[src/design/vcfr_pkg.sv]
// ----------------------------------------------------------------------------
// vcfr_pkg
// Shared types and constants of the velocity command frame receiver.
// ----------------------------------------------------------------------------
package vcfr_pkg;

    // parser phases
    localparam logic [2:0] PH_HEAD0 = 3'd0;
    localparam logic [2:0] PH_HEAD1 = 3'd1;
    localparam logic [2:0] PH_TYPE  = 3'd2;
    localparam logic [2:0] PH_DATA  = 3'd3;
    localparam logic [2:0] PH_TAIL  = 3'd4;

    // byte positions inside a frame
    localparam logic [3:0] FIRST_DATA_POS = 4'd3;
    localparam logic [3:0] CHECK_POS      = 4'd11;
    localparam logic [3:0] TAIL_POS       = 4'd12;

    // configuration register indexes
    localparam int unsigned CFG_INDEX_WIDTH = 3;
    localparam logic [2:0] CFG_FIRST_HEADER  = 3'd0;
    localparam logic [2:0] CFG_SECOND_HEADER = 3'd1;
    localparam logic [2:0] CFG_VELOCITY_TYPE = 3'd2;
    localparam logic [2:0] CFG_TAIL_BYTE     = 3'd3;
    localparam logic [2:0] CFG_TIMEOUT_MS    = 3'd4;

    localparam int unsigned CFG_DATA_WIDTH = 16;

    // item kinds
    localparam logic FUNC_BYTE = 1'b0;
    localparam logic FUNC_TICK = 1'b1;

    // result kinds
    localparam logic EVENT_COMMAND = 1'b0;
    localparam logic EVENT_STOP    = 1'b1;

    typedef struct packed {
        logic [7:0] first_header;
        logic [7:0] second_header;
        logic [7:0] velocity_type;
        logic [7:0] tail_byte;
    } frame_match_t;

    typedef struct packed {
        logic        valid;
        logic [31:0] linear_speed_bits;
        logic [31:0] turn_rate_bits;
    } command_t;

endpackage

[src/design/vcfr_if.sv]
// ----------------------------------------------------------------------------
// vcfr_if
// Valid/ready channels of the receiver: input items, results, config writes.
// ----------------------------------------------------------------------------
interface vcfr_item_if;
    logic       valid;
    logic       ready;
    logic       func;
    logic [7:0] data_byte;

    modport source (output valid, output func, output data_byte, input ready);
    modport sink   (input valid, input func, input data_byte, output ready);
endinterface

interface vcfr_result_if;
    logic        valid;
    logic        ready;
    logic        event_kind;
    logic [31:0] linear_speed_bits;
    logic [31:0] turn_rate_bits;

    modport source (output valid, output event_kind, output linear_speed_bits,
                    output turn_rate_bits, input ready);
    modport sink   (input valid, input event_kind, input linear_speed_bits,
                    input turn_rate_bits, output ready);
endinterface

interface vcfr_cfg_if;
    logic        valid;
    logic        ready;
    logic [2:0]  index;
    logic [15:0] data;

    modport source (output valid, output index, output data, input ready);
    modport sink   (input valid, input index, input data, output ready);
endinterface

[src/design/vcfr_parser.sv]
// ----------------------------------------------------------------------------
// vcfr_parser
// Frame hunter: headers, type, payload capture, running xor, check and tail.
// ----------------------------------------------------------------------------
module vcfr_parser
    import vcfr_pkg::*;
(
    input  logic         clk,
    input  logic         rst_n,
    input  logic         byte_en,
    input  logic [7:0]   data_byte,
    input  frame_match_t match,
    output command_t     command
);

    logic [2:0] phase_reg, phase_next;
    logic [3:0] pos_reg, pos_next;
    logic [7:0] xor_reg, xor_next;
    logic [7:0] check_reg;
    logic [7:0] payload_reg [8];

    logic [3:0] pos_off;
    logic [2:0] store_idx;
    logic       store_en;
    logic       check_en;
    logic       frame_ok;

    assign pos_off   = pos_reg - FIRST_DATA_POS;
    assign store_idx = pos_off[2:0];
    assign frame_ok  = (data_byte == match.tail_byte) && (xor_reg == check_reg);

    always_comb
    begin
        phase_next = phase_reg;
        pos_next   = pos_reg;
        xor_next   = xor_reg;
        store_en   = 1'b0;
        check_en   = 1'b0;
        command.valid = 1'b0;
        unique case (phase_reg)
            PH_HEAD0:
            begin
                if (data_byte == match.first_header)
                begin
                    xor_next   = data_byte;
                    pos_next   = 4'd1;
                    phase_next = PH_HEAD1;
                end
            end
            PH_HEAD1:
            begin
                if (data_byte == match.second_header)
                begin
                    xor_next   = xor_reg ^ data_byte;
                    pos_next   = 4'd2;
                    phase_next = PH_TYPE;
                end
                else
                begin
                    phase_next = PH_HEAD0;
                end
            end
            PH_TYPE:
            begin
                if (data_byte == match.velocity_type)
                begin
                    xor_next   = xor_reg ^ data_byte;
                    pos_next   = FIRST_DATA_POS;
                    phase_next = PH_DATA;
                end
                else
                begin
                    phase_next = PH_HEAD0;
                end
            end
            PH_DATA:
            begin
                if (pos_reg < CHECK_POS)
                begin
                    store_en = 1'b1;
                    xor_next = xor_reg ^ data_byte;
                end
                else
                begin
                    check_en = 1'b1;
                end
                pos_next = pos_reg + 4'd1;
                if (pos_next >= TAIL_POS)
                begin
                    phase_next = PH_TAIL;
                end
            end
            PH_TAIL:
            begin
                command.valid = frame_ok;
                phase_next    = PH_HEAD0;
                pos_next      = 4'd0;
            end
            default:
            begin
                phase_next = PH_HEAD0;
                pos_next   = 4'd0;
            end
        endcase
        command.valid = command.valid & byte_en;

        // payload bytes are little endian: bytes 0..3 linear speed, 4..7 turn rate
        command.linear_speed_bits = {payload_reg[3], payload_reg[2],
                                     payload_reg[1], payload_reg[0]};
        command.turn_rate_bits    = {payload_reg[7], payload_reg[6],
                                     payload_reg[5], payload_reg[4]};
    end

    always_ff @(posedge clk or negedge rst_n)
    begin
        if (!rst_n)
        begin
            phase_reg <= PH_HEAD0;
            pos_reg   <= 4'd0;
            xor_reg   <= 8'd0;
        end
        else if (byte_en)
        begin
            phase_reg <= phase_next;
            pos_reg   <= pos_next;
            xor_reg   <= xor_next;
        end
    end

    always_ff @(posedge clk)
    begin
        if (byte_en && store_en)
        begin
            payload_reg[store_idx] <= data_byte;
        end
        if (byte_en && check_en)
        begin
            check_reg <= data_byte;
        end
    end

endmodule

[src/design/vcfr_watchdog.sv]
// ----------------------------------------------------------------------------
// vcfr_watchdog
// Saturating millisecond counter; one stop event per timeout until re-armed.
// ----------------------------------------------------------------------------
module vcfr_watchdog
    import vcfr_pkg::*;
#(
    parameter int unsigned TICK_COUNTER_WIDTH = 16
)
(
    input  logic        clk,
    input  logic        rst_n,
    input  logic        tick_en,
    input  logic        rearm,
    input  logic [15:0] timeout_ms,
    output logic        stop
);

    localparam int unsigned CMP_WIDTH =
        (TICK_COUNTER_WIDTH > 16) ? TICK_COUNTER_WIDTH : 16;
    localparam logic [TICK_COUNTER_WIDTH-1:0] COUNT_MAX = '1;

    logic [TICK_COUNTER_WIDTH-1:0] count_reg, count_next;
    logic [TICK_COUNTER_WIDTH-1:0] count_inc;
    logic                          fired_reg, fired_next;
    logic [CMP_WIDTH-1:0]          count_ext;
    logic [CMP_WIDTH-1:0]          timeout_ext;

    // count after this tick, held at the top of the range
    assign count_inc   = (count_reg != COUNT_MAX) ? count_reg + 1'b1 : count_reg;
    assign count_ext   = CMP_WIDTH'(count_inc);
    assign timeout_ext = CMP_WIDTH'(timeout_ms);

    always_comb
    begin
        count_next = count_reg;
        fired_next = fired_reg;
        stop       = 1'b0;
        if (rearm)
        begin
            count_next = '0;
            fired_next = 1'b0;
        end
        else if (tick_en)
        begin
            count_next = count_inc;
            if ((count_ext > timeout_ext) && !fired_reg)
            begin
                fired_next = 1'b1;
                stop       = 1'b1;
            end
        end
    end

    always_ff @(posedge clk or negedge rst_n)
    begin
        if (!rst_n)
        begin
            count_reg <= '0;
            fired_reg <= 1'b0;
        end
        else
        begin
            count_reg <= count_next;
            fired_reg <= fired_next;
        end
    end

endmodule

[src/design/velocity_command_frame_receiver.sv]
// ----------------------------------------------------------------------------
// velocity_command_frame_receiver
// Serial velocity command frame parser with xor check and command watchdog.
// ----------------------------------------------------------------------------
// Takes one item per clock: a received byte or a millisecond tick. Each item
// is captured in an input register, handled by the frame parser or the
// watchdog, and its result (if any) is registered in the output register.
// Throughput is one item per cycle; the only thing that holds the input side
// is a result sitting unread in the output register while another item is
// already waiting in the input register. Configuration writes are always
// ready and are meant to happen while the block is idle.
module velocity_command_frame_receiver
    import vcfr_pkg::*;
#(
    parameter int unsigned TICK_COUNTER_WIDTH = 16
)
(
    input  logic          clk,
    input  logic          rst_n,
    vcfr_item_if.sink     item,
    vcfr_result_if.source result,
    vcfr_cfg_if.sink      cfg
);

    frame_match_t match_reg;
    logic [15:0]  timeout_reg;

    logic         in_valid_reg;
    logic         in_func_reg;
    logic [7:0]   in_byte_reg;

    logic         out_valid_reg;
    logic         out_kind_reg;
    logic [31:0]  out_linear_reg;
    logic [31:0]  out_turn_reg;

    logic         advance;
    logic         byte_en;
    logic         tick_en;
    logic         stop;
    command_t     command;

    assign advance = in_valid_reg && (!out_valid_reg || result.ready);
    assign byte_en = advance && (in_func_reg == FUNC_BYTE);
    assign tick_en = advance && (in_func_reg == FUNC_TICK);

    assign item.ready = !in_valid_reg || advance;
    assign cfg.ready  = 1'b1;

    // configuration registers
    always_ff @(posedge clk or negedge rst_n)
    begin
        if (!rst_n)
        begin
            match_reg.first_header  <= 8'd170;
            match_reg.second_header <= 8'd85;
            match_reg.velocity_type <= 8'd1;
            match_reg.tail_byte     <= 8'd13;
            timeout_reg             <= 16'd500;
        end
        else if (cfg.valid)
        begin
            unique case (cfg.index)
                CFG_FIRST_HEADER:  match_reg.first_header  <= cfg.data[7:0];
                CFG_SECOND_HEADER: match_reg.second_header <= cfg.data[7:0];
                CFG_VELOCITY_TYPE: match_reg.velocity_type <= cfg.data[7:0];
                CFG_TAIL_BYTE:     match_reg.tail_byte     <= cfg.data[7:0];
                CFG_TIMEOUT_MS:    timeout_reg             <= cfg.data;
                default: ;
            endcase
        end
    end

    // input register
    always_ff @(posedge clk or negedge rst_n)
    begin
        if (!rst_n)
        begin
            in_valid_reg <= 1'b0;
        end
        else if (item.ready)
        begin
            in_valid_reg <= item.valid;
        end
    end

    always_ff @(posedge clk)
    begin
        if (item.ready && item.valid)
        begin
            in_func_reg <= item.func;
            in_byte_reg <= item.data_byte;
        end
    end

    vcfr_parser u_parser
    (
        .clk       (clk),
        .rst_n     (rst_n),
        .byte_en   (byte_en),
        .data_byte (in_byte_reg),
        .match     (match_reg),
        .command   (command)
    );

    vcfr_watchdog #(
        .TICK_COUNTER_WIDTH (TICK_COUNTER_WIDTH)
    ) u_watchdog
    (
        .clk        (clk),
        .rst_n      (rst_n),
        .tick_en    (tick_en),
        .rearm      (command.valid),
        .timeout_ms (timeout_reg),
        .stop       (stop)
    );

    // output register
    always_ff @(posedge clk or negedge rst_n)
    begin
        if (!rst_n)
        begin
            out_valid_reg <= 1'b0;
        end
        else if (advance)
        begin
            out_valid_reg <= command.valid || stop;
        end
        else if (result.ready)
        begin
            out_valid_reg <= 1'b0;
        end
    end

    always_ff @(posedge clk)
    begin
        if (advance)
        begin
            out_kind_reg   <= stop ? EVENT_STOP : EVENT_COMMAND;
            out_linear_reg <= stop ? 32'd0 : command.linear_speed_bits;
            out_turn_reg   <= stop ? 32'd0 : command.turn_rate_bits;
        end
    end

    assign result.valid             = out_valid_reg;
    assign result.event_kind        = out_kind_reg;
    assign result.linear_speed_bits = out_linear_reg;
    assign result.turn_rate_bits    = out_turn_reg;

endmodule

[src/flat_wrapper.sv]
// flat-port wrapper written by rule: the top's interface ports become plain ports
module velocity_command_frame_receiver_flat import vcfr_pkg::*;
#(
    parameter int unsigned TICK_COUNTER_WIDTH = 16
)
  (clk, rst_n, item_valid, item_func, item_data_byte, item_ready, result_valid, result_event_kind, result_linear_speed_bits, result_turn_rate_bits, result_ready, cfg_valid, cfg_index, cfg_data, cfg_ready);
  vcfr_item_if item_i ();
  vcfr_result_if result_i ();
  vcfr_cfg_if cfg_i ();
  input  logic clk;
  input  logic rst_n;
  input wire logic [$bits(item_i.valid)-1:0] item_valid;
  input wire logic [$bits(item_i.func)-1:0] item_func;
  input wire logic [$bits(item_i.data_byte)-1:0] item_data_byte;
  output wire logic [$bits(item_i.ready)-1:0] item_ready;
  output wire logic [$bits(result_i.valid)-1:0] result_valid;
  output wire logic [$bits(result_i.event_kind)-1:0] result_event_kind;
  output wire logic [$bits(result_i.linear_speed_bits)-1:0] result_linear_speed_bits;
  output wire logic [$bits(result_i.turn_rate_bits)-1:0] result_turn_rate_bits;
  input wire logic [$bits(result_i.ready)-1:0] result_ready;
  input wire logic [$bits(cfg_i.valid)-1:0] cfg_valid;
  input wire logic [$bits(cfg_i.index)-1:0] cfg_index;
  input wire logic [$bits(cfg_i.data)-1:0] cfg_data;
  output wire logic [$bits(cfg_i.ready)-1:0] cfg_ready;
  assign item_i.valid = item_valid;
  assign item_i.func = item_func;
  assign item_i.data_byte = item_data_byte;
  assign item_ready = item_i.ready;
  assign result_valid = result_i.valid;
  assign result_event_kind = result_i.event_kind;
  assign result_linear_speed_bits = result_i.linear_speed_bits;
  assign result_turn_rate_bits = result_i.turn_rate_bits;
  assign result_i.ready = result_ready;
  assign cfg_i.valid = cfg_valid;
  assign cfg_i.index = cfg_index;
  assign cfg_i.data = cfg_data;
  assign cfg_ready = cfg_i.ready;
  velocity_command_frame_receiver #(.TICK_COUNTER_WIDTH(TICK_COUNTER_WIDTH)) u_core (.clk(clk), .rst_n(rst_n), .item(item_i), .result(result_i), .cfg(cfg_i));
endmodule
[config.mk]
export PLATFORM = sky130hd
export DESIGN_NAME = velocity_command_frame_receiver_flat
export DESIGN_NICKNAME = d
export VERILOG_FILES = /design/src/design/vcfr_pkg.sv /design/src/design/vcfr_if.sv /design/src/design/vcfr_parser.sv /design/src/design/vcfr_watchdog.sv /design/src/design/velocity_command_frame_receiver.sv /design/src/flat_wrapper.sv
export SDC_FILE = /design/constraint.sdc
export NUM_CORES = 1
export LEC_CHECK = 0
export ABC_AREA = 0
export ABC_CLOCK_PERIOD_IN_PS = 4600
export BUFFER_PORTS_ARGS = -buffer_cell sky130_fd_sc_hd__buf_2
export CAP_MARGIN = 20
export CORE_MARGIN = 2
export CORE_UTILIZATION = 35
export DETAILED_ROUTE_END_ITERATION = 8
export REMOVE_ABC_BUFFERS = 1
export SLEW_MARGIN = 30
export SYNTH_ARGS = -nofsm -noshare
export SYNTH_HDL_FRONTEND = slang
export SYNTH_SLANG_ARGS = --single-unit
[constraint.sdc]
create_clock -name clk -period 4.6 [get_ports clk]
set_input_delay 0.92 -clock clk [delete_from_list [all_inputs] [get_ports clk]]
set_output_delay 0.92 -clock clk [all_outputs]
set_load 0.01 [all_outputs]
==> results.sh <==
export IMPL_final_area_sq_um=11500
export IMPL_timing_final_ws_setup_ns=0.556
export IMPL_p_total_uw=5360
export IMPL_rows=60
export IMPL_synth_common_cells="edfxtp_1 (146), and2_1 (66), dfrtp_1 (64), nand2_1 (43), o21ai_0 (39)"
export IMPL_core_area_sq_um=27100
export IMPL_clock_root_buffer="clkbuf_16"
export IMPL_ys_seq_area_share_pct=66.6
export IMPL_post_cts_buffers=0
export IMPL_largest_reg_flops=64
export IMPL_peakVddDrop_v=0.000261
export IMPL_fillers=2509
export IMPL_layout_nets=878
export IMPL_area_growth_pct=18.9
export IMPL_grt_pass1_wl_mm=31.7
export IMPL_synth_cells=718
export IMPL_clkSinkCount=228
export IMPL_finalCriticalPeriod_ns=4.04
export IMPL_synth_top_area_cell="edfxtp_1"
export IMPL_cap_violations=0
export IMPL_timing_rr_start="u_core.u_watchdog.count_reg[12]"
export IMPL_ys_ff_latch=228
export IMPL_async_flop_share_pct=36.0
export IMPL_viasPerCell=4.74
export IMPL_post_route_period_util_pct=87.9
export IMPL_rsz0062_at_grt="false"
export IMPL_ys_flop_type="edfxtp_1"
export IMPL_cp_arrival_ns=4.44
export IMPL_place_congestion=0.790
export IMPL_die_area_sq_um=29100
export IMPL_antenna_found_initial=2
export IMPL_io_buffers=99
export IMPL_syn_area_per_cell_sq_um=13.5
export IMPL_postCtsHoldBufs=0
export IMPL_drive_above_1_share_pct=26.4
export IMPL_pre_cts_slack_ns=0.554
export IMPL_crit_start="u_core.u_watchdog.count_reg[12]"
export IMPL_syn_area_sq_um=9700
export IMPL_grt_overflow_total=0
export IMPL_wire_per_inst_um=16.4
export IMPL_status="completed"
export IMPL_end_kind="flop"
export IMPL_vias=5779
export IMPL_cts_resized=0
export IMPL_fin_cells=1218
export IMPL_clockBufferDepth=3
export IMPL_die_h_um=171
export IMPL_max_slew_margin_pct=44.5
export IMPL_drt_wl_total_mm=19.9
export IMPL_antenna_cells=0
export IMPL_die_width_um=171
export IMPL_dp_cells=1172
export IMPL_cp_max_fo=66
export IMPL_cts_max_level=1
export IMPL_grtUsageTotal_pct=14.0
export IMPL_drc=0
export IMPL_cts_tree="built"
export IMPL_slew_viol_final=0
export IMPL_synth_edff_count=146
export IMPL_numCtsBuffers=25
export IMPL_postRouteAntennaNets=0
export IMPL_fmax_mhz=247
export IMPL_place_area_sq_um=10700
export IMPL_setup_viol_count_final=0
export IMPL_io_pins=101
export IMPL_worstMarginPinSlew_ns=0.832
export IMPL_powerDensity_nw_per_um2=465
export IMPL_grt_max_degree=67
export IMPL_start_util_pct=35.8
export IMPL_dr_pass1_iters=4
export IMPL_crit_type="flop to flop"
export IMPL_clock_latency_ns=0.52
export IMPL_skew_ns=0.0122
export IMPL_cp_start_kind="flop"
export IMPL_yosysWarnings=0
export IMPL_hpwl_mm=13.1
export IMPL_drt_initial_drc_count=372
export IMPL_worstHoldPathType="input port to asynchronous set/reset pin"
export IMPL_hold_viol=0
export IMPL_utilization_pct=42.6
export IMPL_synth_top_area_share_pct=45.2
export IMPL_synthTopCellsByArea="edfxtp_1 (45%), dfrtp_1 (17%), dfstp_2 (4.9%)"
export IMPL_post_synth_top_count_cell="edfxtp_1"
export IMPL_clk_pin_slew_ns=0.06
export IMPL_grt_pass1_vias=5665
export IMPL_p_leak_uw=0.00451
export IMPL_critPathRequiredTime_ns=4.99
export IMPL_netlist_cell_type_count=56
## metrics by stage
| stage | hold WS, ns | setup TNS, ns |
|---|---|---|
| 2_1_floorplan | 0.480 | -139.21 |
| 3_3_place_gp | 0.499 | 0 |
| 3_5_place_dp | 0.501 | 0 |
| 4_1_cts | 0.517 | 0 |
| 5_1_grt | 0.526 | 0 |
| 6_report | 0.493 | 0 |
## power by group
part / switching [uW] / internal (uW) / total [uW]
sequential: 168 / 2390 / 2560
clock: 797 / 1280 / 2080
combinational: 388 / 328 / 717
total: 1350 / 4010 / 5360
## worst paths after layout
check,to,slack [ns],cells past startpoint
min in group clk,u_core.timeout_reg[8],0.51,2
hold reg to reg,u_core.timeout_reg[8],0.51,2
hold / removal,u_core.u_parser.xor_reg[3],0.49,1
setup reg to reg,result_linear_speed_bits[23],0.56,13
max in group asynchronous,u_core.match_reg[3],3.19,2
setup / recovery,result_linear_speed_bits[23],0.56,13
## placed cells by master (no fill, tap or decap), types with 5 or more instances in the layout
cell       count
a21o_1         7
a21oi_1       10
and2_1        65
and3_1         7
buf_2         98
buf_4         16
clkbuf_1       7
clkbuf_16     25
dfrtp_1       64
dfstp_2       18
edfxtp_1     146
ha_1          18
inv_1         29
mux2_2        36
nand2_1       43
nand2b_1       8
nand3_1       16
nand4_1       16
nor2_1        22
nor3_1         6
o211ai_1       9
o21ai_0       39
o31ai_1        5
or4_1          9
xnor2_1       34
xor2_1        22
## kinds of logic (layout without fill, tap and decap cells)
group,count (synthesis),after routing,synth area share [%]
AO/OA/AOI/OAI,96,96,6.45
XOR/XNOR,56,56,5.05
adder cells (fa/ha/maj),18,18,2.32
buffers and inverters,61,189,2.66
flip-flops,228,228,66.6
multiplexers,38,38,4.40
other,1,1,0.0386
AND/OR/NAND/NOR,220,220,12.5
## metal layers
| layer | routed length [um] | up-vias | GRT usage, % |
|---|---|---|---|
| met5 | 21 | - | 0 |
| met4 | 452 | 4 | 3.86 |
| met3 | 960 | 34 | 2.45 |
| met2 | 9220 | 138 | 22.9 |
| met1 | 9300 | 2810 | 19.2 |
| li1 | - | 2793 | - |
## area by class of cell
cell class,count,area [sq um],area share [%]
timing repair buffer,114,611,5.29
clock buffer,35,693,6.01
multi-input combinational,429,3020,26.2
sequential,228,6460,56.0
inverter,29,109,0.944
tap,372,465,4.04
clock inverter,11,179,1.55
## worst max-delay path, stage by stage (launching register included)
cell and delay (ns):
dfrtp_1 0.44, nand4_1 0.17, or4_1 0.56, nand2b_1 0.36, nand3_1 0.27, xnor2_1 0.15
ha_1 0.27, a21o_1 0.18, a21o_1 0.16, a21oi_1 0.21, o22ai_1 0.16, o311ai_2 0.28
buf_4 0.47, and2_1 0.20
(Power assumes the default switching activity.)
